--- src/hw/rtl/swish_pkg.sv ---
// shared constants and sigmoid knot table for the swish activation pipeline
`default_nettype none

package swish_pkg;

	localparam int DATA_WIDTH_DEF = 16;
	localparam int FRAC_BITS_DEF  = 12;

	// sigmoid values are Q0.16 with one extra bit so that 1.0 is exact
	localparam int SIG_W = 17;
	localparam logic [SIG_W-1:0] SIG_ONE = 17'h10000;

	// knots every 0.5 over [0, 16], index of a knot
	localparam int KNOT_COUNT = 33;
	localparam int SEG_W      = 6;

	function automatic logic [SIG_W-1:0] sig_knot(input logic [SEG_W-1:0] idx);
		logic [SIG_W-1:0] val;
		unique case (idx)
			6'd0:    val = 17'd32768;
			6'd1:    val = 17'd40794;
			6'd2:    val = 17'd47911;
			6'd3:    val = 17'd53581;
			6'd4:    val = 17'd57724;
			6'd5:    val = 17'd60565;
			6'd6:    val = 17'd62428;
			6'd7:    val = 17'd63615;
			6'd8:    val = 17'd64357;
			6'd9:    val = 17'd64816;
			6'd10:   val = 17'd65097;
			6'd11:   val = 17'd65269;
			6'd12:   val = 17'd65374;
			6'd13:   val = 17'd65438;
			6'd14:   val = 17'd65476;
			6'd15:   val = 17'd65500;
			6'd16:   val = 17'd65514;
			6'd17:   val = 17'd65523;
			6'd18:   val = 17'd65528;
			6'd19:   val = 17'd65531;
			6'd20:   val = 17'd65533;
			6'd21:   val = 17'd65534;
			6'd22:   val = 17'd65535;
			6'd23:   val = 17'd65535;
			default: val = SIG_ONE;
		endcase
		return val;
	endfunction

endpackage

`default_nettype wire

--- src/hw/rtl/swish_sigmoid.sv ---
// three-stage piecewise linear sigmoid with x magnitude carried alongside
`default_nettype none

module swish_sigmoid #(
	parameter int DATA_WIDTH = swish_pkg::DATA_WIDTH_DEF,
	parameter int FRAC_BITS  = swish_pkg::FRAC_BITS_DEF
) (
	input  wire logic                          clk,
	input  wire logic                          arst_n,
	input  wire logic                          in_valid,
	output logic                               in_ready,
	input  wire logic [FRAC_BITS+4:0]          zmag,
	input  wire logic                          zneg,
	input  wire logic [DATA_WIDTH-1:0]         xmag_in,
	input  wire logic                          xneg_in,
	output logic                               out_valid,
	input  wire logic                          out_ready,
	output logic [swish_pkg::SIG_W-1:0]        sig,
	output logic [DATA_WIDTH-1:0]              xmag_out,
	output logic                               xneg_out
);
	import swish_pkg::*;

	localparam int ZW = FRAC_BITS + 5;
	localparam int FW = FRAC_BITS - 1;
	localparam int MW = SIG_W + FW;
	localparam logic [MW:0] RND_HALF = (MW+1)'(1) << (FRAC_BITS - 2);

	logic                  v_s4, v_s5, v_s6;
	logic                  en_s4, en_s5, en_s6;

	logic [SIG_W-1:0]      lo_s4, diff_s4;
	logic [FW-1:0]         frac_s4;
	logic                  zneg_s4;
	logic [DATA_WIDTH-1:0] xmag_s4;
	logic                  xneg_s4;

	logic [SIG_W-1:0]      lo_s5;
	logic [MW-1:0]         mul_s5;
	logic                  zneg_s5;
	logic [DATA_WIDTH-1:0] xmag_s5;
	logic                  xneg_s5;

	logic [SIG_W-1:0]      sig_s6;
	logic [DATA_WIDTH-1:0] xmag_s6;
	logic                  xneg_s6;

	logic [SEG_W-1:0]      seg;
	logic [SIG_W-1:0]      knot_lo, knot_hi;
	logic [MW:0]           step_sum;
	logic [SIG_W-1:0]      step, sig_pos;

	assign en_s6    = !v_s6 || out_ready;
	assign en_s5    = !v_s5 || en_s6;
	assign en_s4    = !v_s4 || en_s5;
	assign in_ready = en_s4;

	// seg reaches the last knot only with a zero fraction, so hi past the end is harmless
	assign seg     = zmag[ZW-1:FW];
	assign knot_lo = sig_knot(seg);
	assign knot_hi = sig_knot(SEG_W'(seg + 1'b1));

	assign step_sum = (MW+1)'(mul_s5) + RND_HALF;
	assign step     = step_sum[FW +: SIG_W];
	assign sig_pos  = lo_s5 + step;

	always_ff @(posedge clk or negedge arst_n) begin
		if (!arst_n) begin
			v_s4 <= 1'b0;
			v_s5 <= 1'b0;
			v_s6 <= 1'b0;
		end else begin
			if (en_s4) v_s4 <= in_valid;
			if (en_s5) v_s5 <= v_s4;
			if (en_s6) v_s6 <= v_s5;
		end
	end

	always_ff @(posedge clk) begin
		if (en_s4) begin
			lo_s4   <= knot_lo;
			diff_s4 <= knot_hi - knot_lo;
			frac_s4 <= zmag[FW-1:0];
			zneg_s4 <= zneg;
			xmag_s4 <= xmag_in;
			xneg_s4 <= xneg_in;
		end
		if (en_s5) begin
			lo_s5   <= lo_s4;
			mul_s5  <= MW'(diff_s4) * MW'(frac_s4);
			zneg_s5 <= zneg_s4;
			xmag_s5 <= xmag_s4;
			xneg_s5 <= xneg_s4;
		end
		if (en_s6) begin
			// negative z mirrors the positive half
			sig_s6  <= zneg_s5 ? (SIG_ONE - sig_pos) : sig_pos;
			xmag_s6 <= xmag_s5;
			xneg_s6 <= xneg_s5;
		end
	end

	assign out_valid = v_s6;
	assign sig       = sig_s6;
	assign xmag_out  = xmag_s6;
	assign xneg_out  = xneg_s6;

	a_sig_range: assert property (@(posedge clk) disable iff (!arst_n)
		v_s6 |-> sig_s6 <= SIG_ONE)
		else $error("sigmoid value above 1.0");

	a_seg_range: assert property (@(posedge clk) disable iff (!arst_n)
		in_valid && in_ready |-> seg <= SEG_W'(KNOT_COUNT - 1))
		else $error("sigmoid segment past last knot");

	a_hold: assert property (@(posedge clk) disable iff (!arst_n)
		v_s6 && !out_ready |=> v_s6 && $stable(sig_s6))
		else $error("sigmoid result changed while stalled");

endmodule

`default_nettype wire

--- src/hw/rtl/swish_activation.sv ---
// swish activation top level: y = x * sigmoid(alpha * x), Q4.12 in and out
// a transaction passes stages s1 to s3, the sigmoid's s4 to s6, then s7 and s8, in order
// throughput: one transaction per cycle while the output is not stalled; every stage advances when its successor frees
// a stall at the output backs up stage by stage, bubbles are squeezed out first
// reset clears all stage valid bits and sets alpha_q to 1.0
`default_nettype none

module swish_activation #(
	parameter int DATA_WIDTH = swish_pkg::DATA_WIDTH_DEF,
	parameter int FRAC_BITS  = swish_pkg::FRAC_BITS_DEF
) (
	input  wire logic                         clk,
	input  wire logic                         arst_n,
	input  wire logic                         cfg_we,
	input  wire logic signed [DATA_WIDTH-1:0] cfg_wdata,
	input  wire logic                         in_valid,
	output logic                              in_ready,
	input  wire logic signed [DATA_WIDTH-1:0] sample_in,
	output logic                              out_valid,
	input  wire logic                         out_ready,
	output logic signed [DATA_WIDTH-1:0]      sample_out
);
	import swish_pkg::*;

	localparam int DW = DATA_WIDTH;
	localparam int ZW = FRAC_BITS + 5;
	localparam int PW = 2 * DW;
	localparam int CW = (PW + 1 > FRAC_BITS + 6) ? PW + 1 : FRAC_BITS + 6;
	localparam int YW = DW + SIG_W;
	localparam int RW = YW + 1;
	localparam logic [CW-1:0] HALF_Z = CW'(1) << (FRAC_BITS - 1);
	localparam logic [CW-1:0] ZLIM   = CW'(16) << FRAC_BITS;
	localparam logic [RW-1:0] HALF_Y = RW'(1) << 15;
	localparam logic [DW+1:0] LIM_N  = (DW+2)'(1) << (DW - 1);
	localparam logic [DW+1:0] LIM_P  = LIM_N - 1'b1;

	logic [DW-1:0]   alpha_q;

	logic            v_s1, v_s2, v_s3, v_s7, v_s8;
	logic            en_s1, en_s2, en_s3, en_s7, en_s8;

	logic [DW-1:0]   xmag_s1, amag_s1;
	logic            xneg_s1, aneg_s1;
	logic [PW-1:0]   prod_s2;
	logic [DW-1:0]   xmag_s2, xmag_s3;
	logic            xneg_s2, zneg_s2, xneg_s3, zneg_s3;
	logic [ZW-1:0]   zmag_s3;
	logic [YW-1:0]   yprod_s7;
	logic            xneg_s7;
	logic [DW-1:0]   y_s8;
	logic            xneg_s8;

	logic            sig_in_ready, sig_valid;
	logic [SIG_W-1:0] sig;
	logic [DW-1:0]   xmag_sig;
	logic            xneg_sig;

	logic [DW-1:0]   xraw, araw, xmag, amag;
	logic [CW-1:0]   zsum, zround;
	logic [ZW-1:0]   zsat;
	logic [RW-1:0]   ysum;
	logic [DW+1:0]   ymag, yclip;

	always_ff @(posedge clk or negedge arst_n) begin
		if (!arst_n) begin
			alpha_q <= DW'(1) << FRAC_BITS;
		end else if (cfg_we) begin
			alpha_q <= cfg_wdata;
		end
	end

	assign en_s8    = !v_s8 || out_ready;
	assign en_s7    = !v_s7 || en_s8;
	assign en_s3    = !v_s3 || sig_in_ready;
	assign en_s2    = !v_s2 || en_s3;
	assign en_s1    = !v_s1 || en_s2;
	assign in_ready = en_s1;

	// sign and magnitude split
	assign xraw = sample_in;
	assign araw = alpha_q;
	assign xmag = xraw[DW-1] ? (~xraw + 1'b1) : xraw;
	assign amag = araw[DW-1] ? (~araw + 1'b1) : araw;

	// z rounded half away from zero on the magnitude, clamped at 16.0
	assign zsum   = CW'(prod_s2) + HALF_Z;
	assign zround = zsum >> FRAC_BITS;
	assign zsat   = (zround > ZLIM) ? ZW'(ZLIM) : zround[ZW-1:0];

	// y magnitude rounded at the Q0.16 point, clamped per sign
	assign ysum  = RW'(yprod_s7) + HALF_Y;
	assign ymag  = ysum[16 +: DW+2];
	assign yclip = xneg_s7 ? ((ymag > LIM_N) ? LIM_N : ymag)
	                       : ((ymag > LIM_P) ? LIM_P : ymag);

	always_ff @(posedge clk or negedge arst_n) begin
		if (!arst_n) begin
			v_s1 <= 1'b0;
			v_s2 <= 1'b0;
			v_s3 <= 1'b0;
			v_s7 <= 1'b0;
			v_s8 <= 1'b0;
		end else begin
			if (en_s1) v_s1 <= in_valid;
			if (en_s2) v_s2 <= v_s1;
			if (en_s3) v_s3 <= v_s2;
			if (en_s7) v_s7 <= sig_valid;
			if (en_s8) v_s8 <= v_s7;
		end
	end

	always_ff @(posedge clk) begin
		if (en_s1) begin
			xmag_s1 <= xmag;
			xneg_s1 <= xraw[DW-1];
			amag_s1 <= amag;
			aneg_s1 <= araw[DW-1];
		end
		if (en_s2) begin
			prod_s2 <= PW'(xmag_s1) * PW'(amag_s1);
			xmag_s2 <= xmag_s1;
			xneg_s2 <= xneg_s1;
			zneg_s2 <= xneg_s1 ^ aneg_s1;
		end
		if (en_s3) begin
			zmag_s3 <= zsat;
			zneg_s3 <= zneg_s2 && (zsat != '0);
			xmag_s3 <= xmag_s2;
			xneg_s3 <= xneg_s2;
		end
		if (en_s7) begin
			yprod_s7 <= YW'(xmag_sig) * YW'(sig);
			xneg_s7  <= xneg_sig;
		end
		if (en_s8) begin
			y_s8    <= xneg_s7 ? DW'(~yclip + 1'b1) : yclip[DW-1:0];
			xneg_s8 <= xneg_s7;
		end
	end

	swish_sigmoid #(
		.DATA_WIDTH(DATA_WIDTH),
		.FRAC_BITS (FRAC_BITS)
	) u_sigmoid (
		.clk      (clk),
		.arst_n   (arst_n),
		.in_valid (v_s3),
		.in_ready (sig_in_ready),
		.zmag     (zmag_s3),
		.zneg     (zneg_s3),
		.xmag_in  (xmag_s3),
		.xneg_in  (xneg_s3),
		.out_valid(sig_valid),
		.out_ready(en_s7),
		.sig      (sig),
		.xmag_out (xmag_sig),
		.xneg_out (xneg_sig)
	);

	assign out_valid  = v_s8;
	assign sample_out = y_s8;

	a_no_block: assert property (@(posedge clk) disable iff (!arst_n)
		out_ready |-> in_ready)
		else $error("pipeline refused a transaction with output free");

	a_zmag_clamp: assert property (@(posedge clk) disable iff (!arst_n)
		v_s3 |-> CW'(zmag_s3) <= ZLIM)
		else $error("z magnitude above clamp");

	a_out_sign: assert property (@(posedge clk) disable iff (!arst_n)
		v_s8 && !xneg_s8 |-> !y_s8[DW-1])
		else $error("nonnegative sample gave negative result");

endmodule

`default_nettype wire

--- config.mk ---
export PLATFORM = sky130hd
export DESIGN_NAME = swish_activation
export DESIGN_NICKNAME = d
export VERILOG_FILES = /design/src/hw/rtl/swish_pkg.sv /design/src/hw/rtl/swish_sigmoid.sv /design/src/hw/rtl/swish_activation.sv
export SDC_FILE = /design/constraint.sdc
export NUM_CORES = 2
export LEC_CHECK = 0
export BUFFER_PORTS_ARGS = -buffer_cell sky130_fd_sc_hd__buf_2
export CORE_ASPECT_RATIO = 2
export CORE_MARGIN = 2
export CORE_UTILIZATION = 30
export DETAILED_ROUTE_END_ITERATION = 8
export GPL_ROUTABILITY_DRIVEN = 0
export PLACE_DENSITY = 0.42
export SETUP_SLACK_MARGIN = 0.4
export SLEW_MARGIN = 15
export SYNTH_ARGS = -nofsm -noshare
export SYNTH_HDL_FRONTEND = slang
export SYNTH_SLANG_ARGS = --single-unit
--- constraint.sdc ---
create_clock -name clk -period 18.9 [get_ports clk]
set_input_delay 1.89 -clock clk [delete_from_list [all_inputs] [get_ports clk]]
set_output_delay 1.89 -clock clk [all_outputs]
set_load 0.03 [all_outputs]
==> results.md <==
* CTS Hold Bufs at 0
* Synth Cell Area at 0.0376 mm2
* Global route hottest layer: met2
* Reg2Reg Depth at 19
* Async SR Flop Fraction at 7.19%
* Crit Path Class: reg -> reg
* Skew-Pair Late Insertion Delay at 0.57 ns
* Layout cell share with drive strength beyond 1 at 4.96%
* IO Pins at 55
* H-tree levels at 2
* Register area at 0.00974 mm2
* Routed vias/inst at 4.72
* Total track usage at 17.9%
* Iteration-0 DRC Markers at 844
* EDFF count, synth at 293
* Origin of the worst min-delay path: xmag_s3[3]$_DFFE_PN_
* Starting Density at 30.3%
* Slew Viols, Final at 0
* Die Wd at 254 um
* Met2 Track Usage GR at 39.3%
* Final Hold Fails at 0
* WL final at 112000 um
* Least-Margin Pin Slew at 1.03 ns
* Number of global-route vias before repair at 28900
* Sink of the worst hold path: u_sigmoid.xmag_s4[3]$_DFFE_PP_
* Seq/Total Area, Yosys at 25.9%
* CTS tree: done
* CP arrival at 7.31 ns
* Die H at 505 um
* Reg clk slew, reported paths at 0.07 ns
* WL per Instance at 20.5 um
* DP Area at 0.0397 mm2
* # Post-CTS Setup Buffers at 0
* Worst r2r dst: yprod_s7[25]$_DFFE_PP_
* Class of the worst hold path: reg -> reg
* Met1 track demand over resource at 14.4%
* Sink Count at 334
* Dominant synthesized flop cell: edfxtp_1
* Setup crit start kind: flip-flop
* Detailed placement HPWL at 92300 um
* # resized after CTS at 0
* Worst setup path startpoint: u_sigmoid.xmag_out[2]$_DFFE_PP_
* Nets at 4631
* Hold path depth at 0
* Worst Clk Skew at 0.0272 ns
* Crit end category: flip-flop
* Row cnt at 183
* Required time worst endpoint at 19.22 ns
* Max-cap violations at 0
* Hold_ws at 0.413 ns
* Internal reg-to-reg setup slack at 11.91 ns
* Fillers at 12900
* DRC errors left at 0
* DIE AREA at 0.128 mm2
* Post-Syn Area per Cell at 10.0 um2
* Total number of vias at 25700
* Total gr overflow at 0
* YS warnings at 0
* Met3 Use GR at 1.17%
* First-pass GRT wire length at 170000 um
* Design area at 0.0409 mm2
* Final period utilization at 37.0%
* Syn Inst Count at 3763
* Num CTS Buffers at 38
* Routed Antenna Nets at 0
* RSZ-0062 raised after global routing: false
* Critical Path Fanout Max at 17
* Slew margin rel. at 30.6%
* FMAX at 143 MHz
* # setup viols final at 0
* Largest net degree at the start of global routing at 63
* RR Startpoint: u_sigmoid.xmag_out[2]$_DFFE_PP_
* Area of the multi-input gates at 0.0248 mm2
* Drt first pass iters at 5
* CTS Buffer Depth at 3
* Setup TNS at 0 ns
* PortBufs at 54
* Syn_nets at 4650
* Synthesized flop and latch total at 334
* CTS root buf: clkbuf_16
* Antenna violations before repair at 1
* Core Footprint at 0.124 mm2
* Netlist cell types at 88
* Crit path time final at 6.99 ns
* Outcome: complete, no violations
* P&R area growth vs syn at 8.63%
[cells in the mapped netlist, drive strengths merged (39+ instances only)]
cell type  count  area (um2)
nand2        499        1880
o21ai         89         449
clkbuf       130         488
inv          671        2520
and2         338        2110
xor2          46         403
nor2         123         464
ha           315        3940
xnor2        126        1100
nand3         39         195
nor3          40         205
a21oi         87         439
edfxtp       293        8800
fa           535       10700
[routing by layer]
| metal | share of wire [%] | vias to the layer above |
|---|---|---|
| met2 | 63 | 398 |
| li1 | - | 11900 |
| met5 | 0 | - |
| met3 | 1.6 | 210 |
| met1 | 29 | 13100 |
| met4 | 6.6 | 0 |
[cells in the final DEF, fill, tap and decap left out, types with 31 or more instances in the layout]
master,netlist,final
nand2b_1,31,31
nand3_1,39,38
edfxtp_1,293,293
nor2_1,122,122
ha_1,315,315
nand2_1,498,496
xor2_1,46,46
o21ai_0,87,87
buf_2,7,54
a21oi_1,86,86
inv_1,671,670
and2_1,337,337
fa_1,535,535
clkbuf_16,0,40
xnor2_1,126,126
nor3_1,39,39
[cell type report]
type,instances,area share [%]
inverter,672,6.17
clock inverter,20,0.465
multi-input combinational,2616,60.7
antenna,1,0.00612
sequential,334,23.8
timing repair buffer,82,1.18
clock buffer,46,2.53
tap,1665,5.10
[state kept, by name (all words and copies together), names as in the netlist, 17 cells and up, named ones only]
| register | count |
|---|---|
| prod_s2 | 21 |
| u_sigmoid.diff_s4 | 17 |
| u_sigmoid.lo_s4 | 17 |
| u_sigmoid.lo_s5 | 17 |
| u_sigmoid.mul_s5 | 18 |
| u_sigmoid.sig | 17 |
| yprod_s7 | 18 |
| zmag_s3 | 17 |
[stage by stage]
step	utilization, %	setup slack (ns)	instances
2_1_floorplan	-	12.62	3763
3_3_place_gp	31.9	11.88	5369
3_5_place_dp	31.9	11.84	5369
4_1_cts	32.9	11.82	5435
5_1_grt	32.9	11.50	5436
6_report	32.9	11.91	5436
[logic make-up after synthesis]
logic type | Yosys count | synth area share (%)
muxes | 25 | 0.725
DFF | 334 | 25.9
AOI/OAI and AO/OA | 370 | 6.48
and+or+nand+nor | 1199 | 15.8
xor gates and xnor gates | 172 | 4.00
adders and majority gates | 850 | 38.9
buffers and inverters | 813 | 8.17
[worst max-delay path, cell delays in order (launching register included)]
cell      delay (ns)
edfxtp_1        0.84
nand2_1         0.18
fa_1            0.52
fa_1            0.58
fa_1            0.46
fa_1            0.56
inv_1           0.05
fa_1            0.49
fa_1            0.43
ha_1            0.30
and4_1          0.19
o211ai_1        0.09
o211ai_1        0.23
a41o_1          0.66
a41o_1          0.38
a31o_2          0.24
a21oi_1         0.08
nor2b_1         0.20
o22ai_1         0.13
xnor2_1         0.14
[worst max-delay path by stage]
stage,slack (ns),cells after the start,to
floorplan,12.62,22,prod_s2[31]$_DFFE_PP_
global placement,11.88,19,yprod_s7[25]$_DFFE_PP_
detailed placement,11.84,21,prod_s2[31]$_DFFE_PP_
CTS,11.82,21,prod_s2[31]$_DFFE_PP_
global route,11.50,21,prod_s2[31]$_DFFE_PP_
finish,11.91,19,yprod_s7[25]$_DFFE_PP_
Power is left out: the tool's default activity adds up to more than one toggle a clock period on the data nets, which glitch-free logic cannot reach.
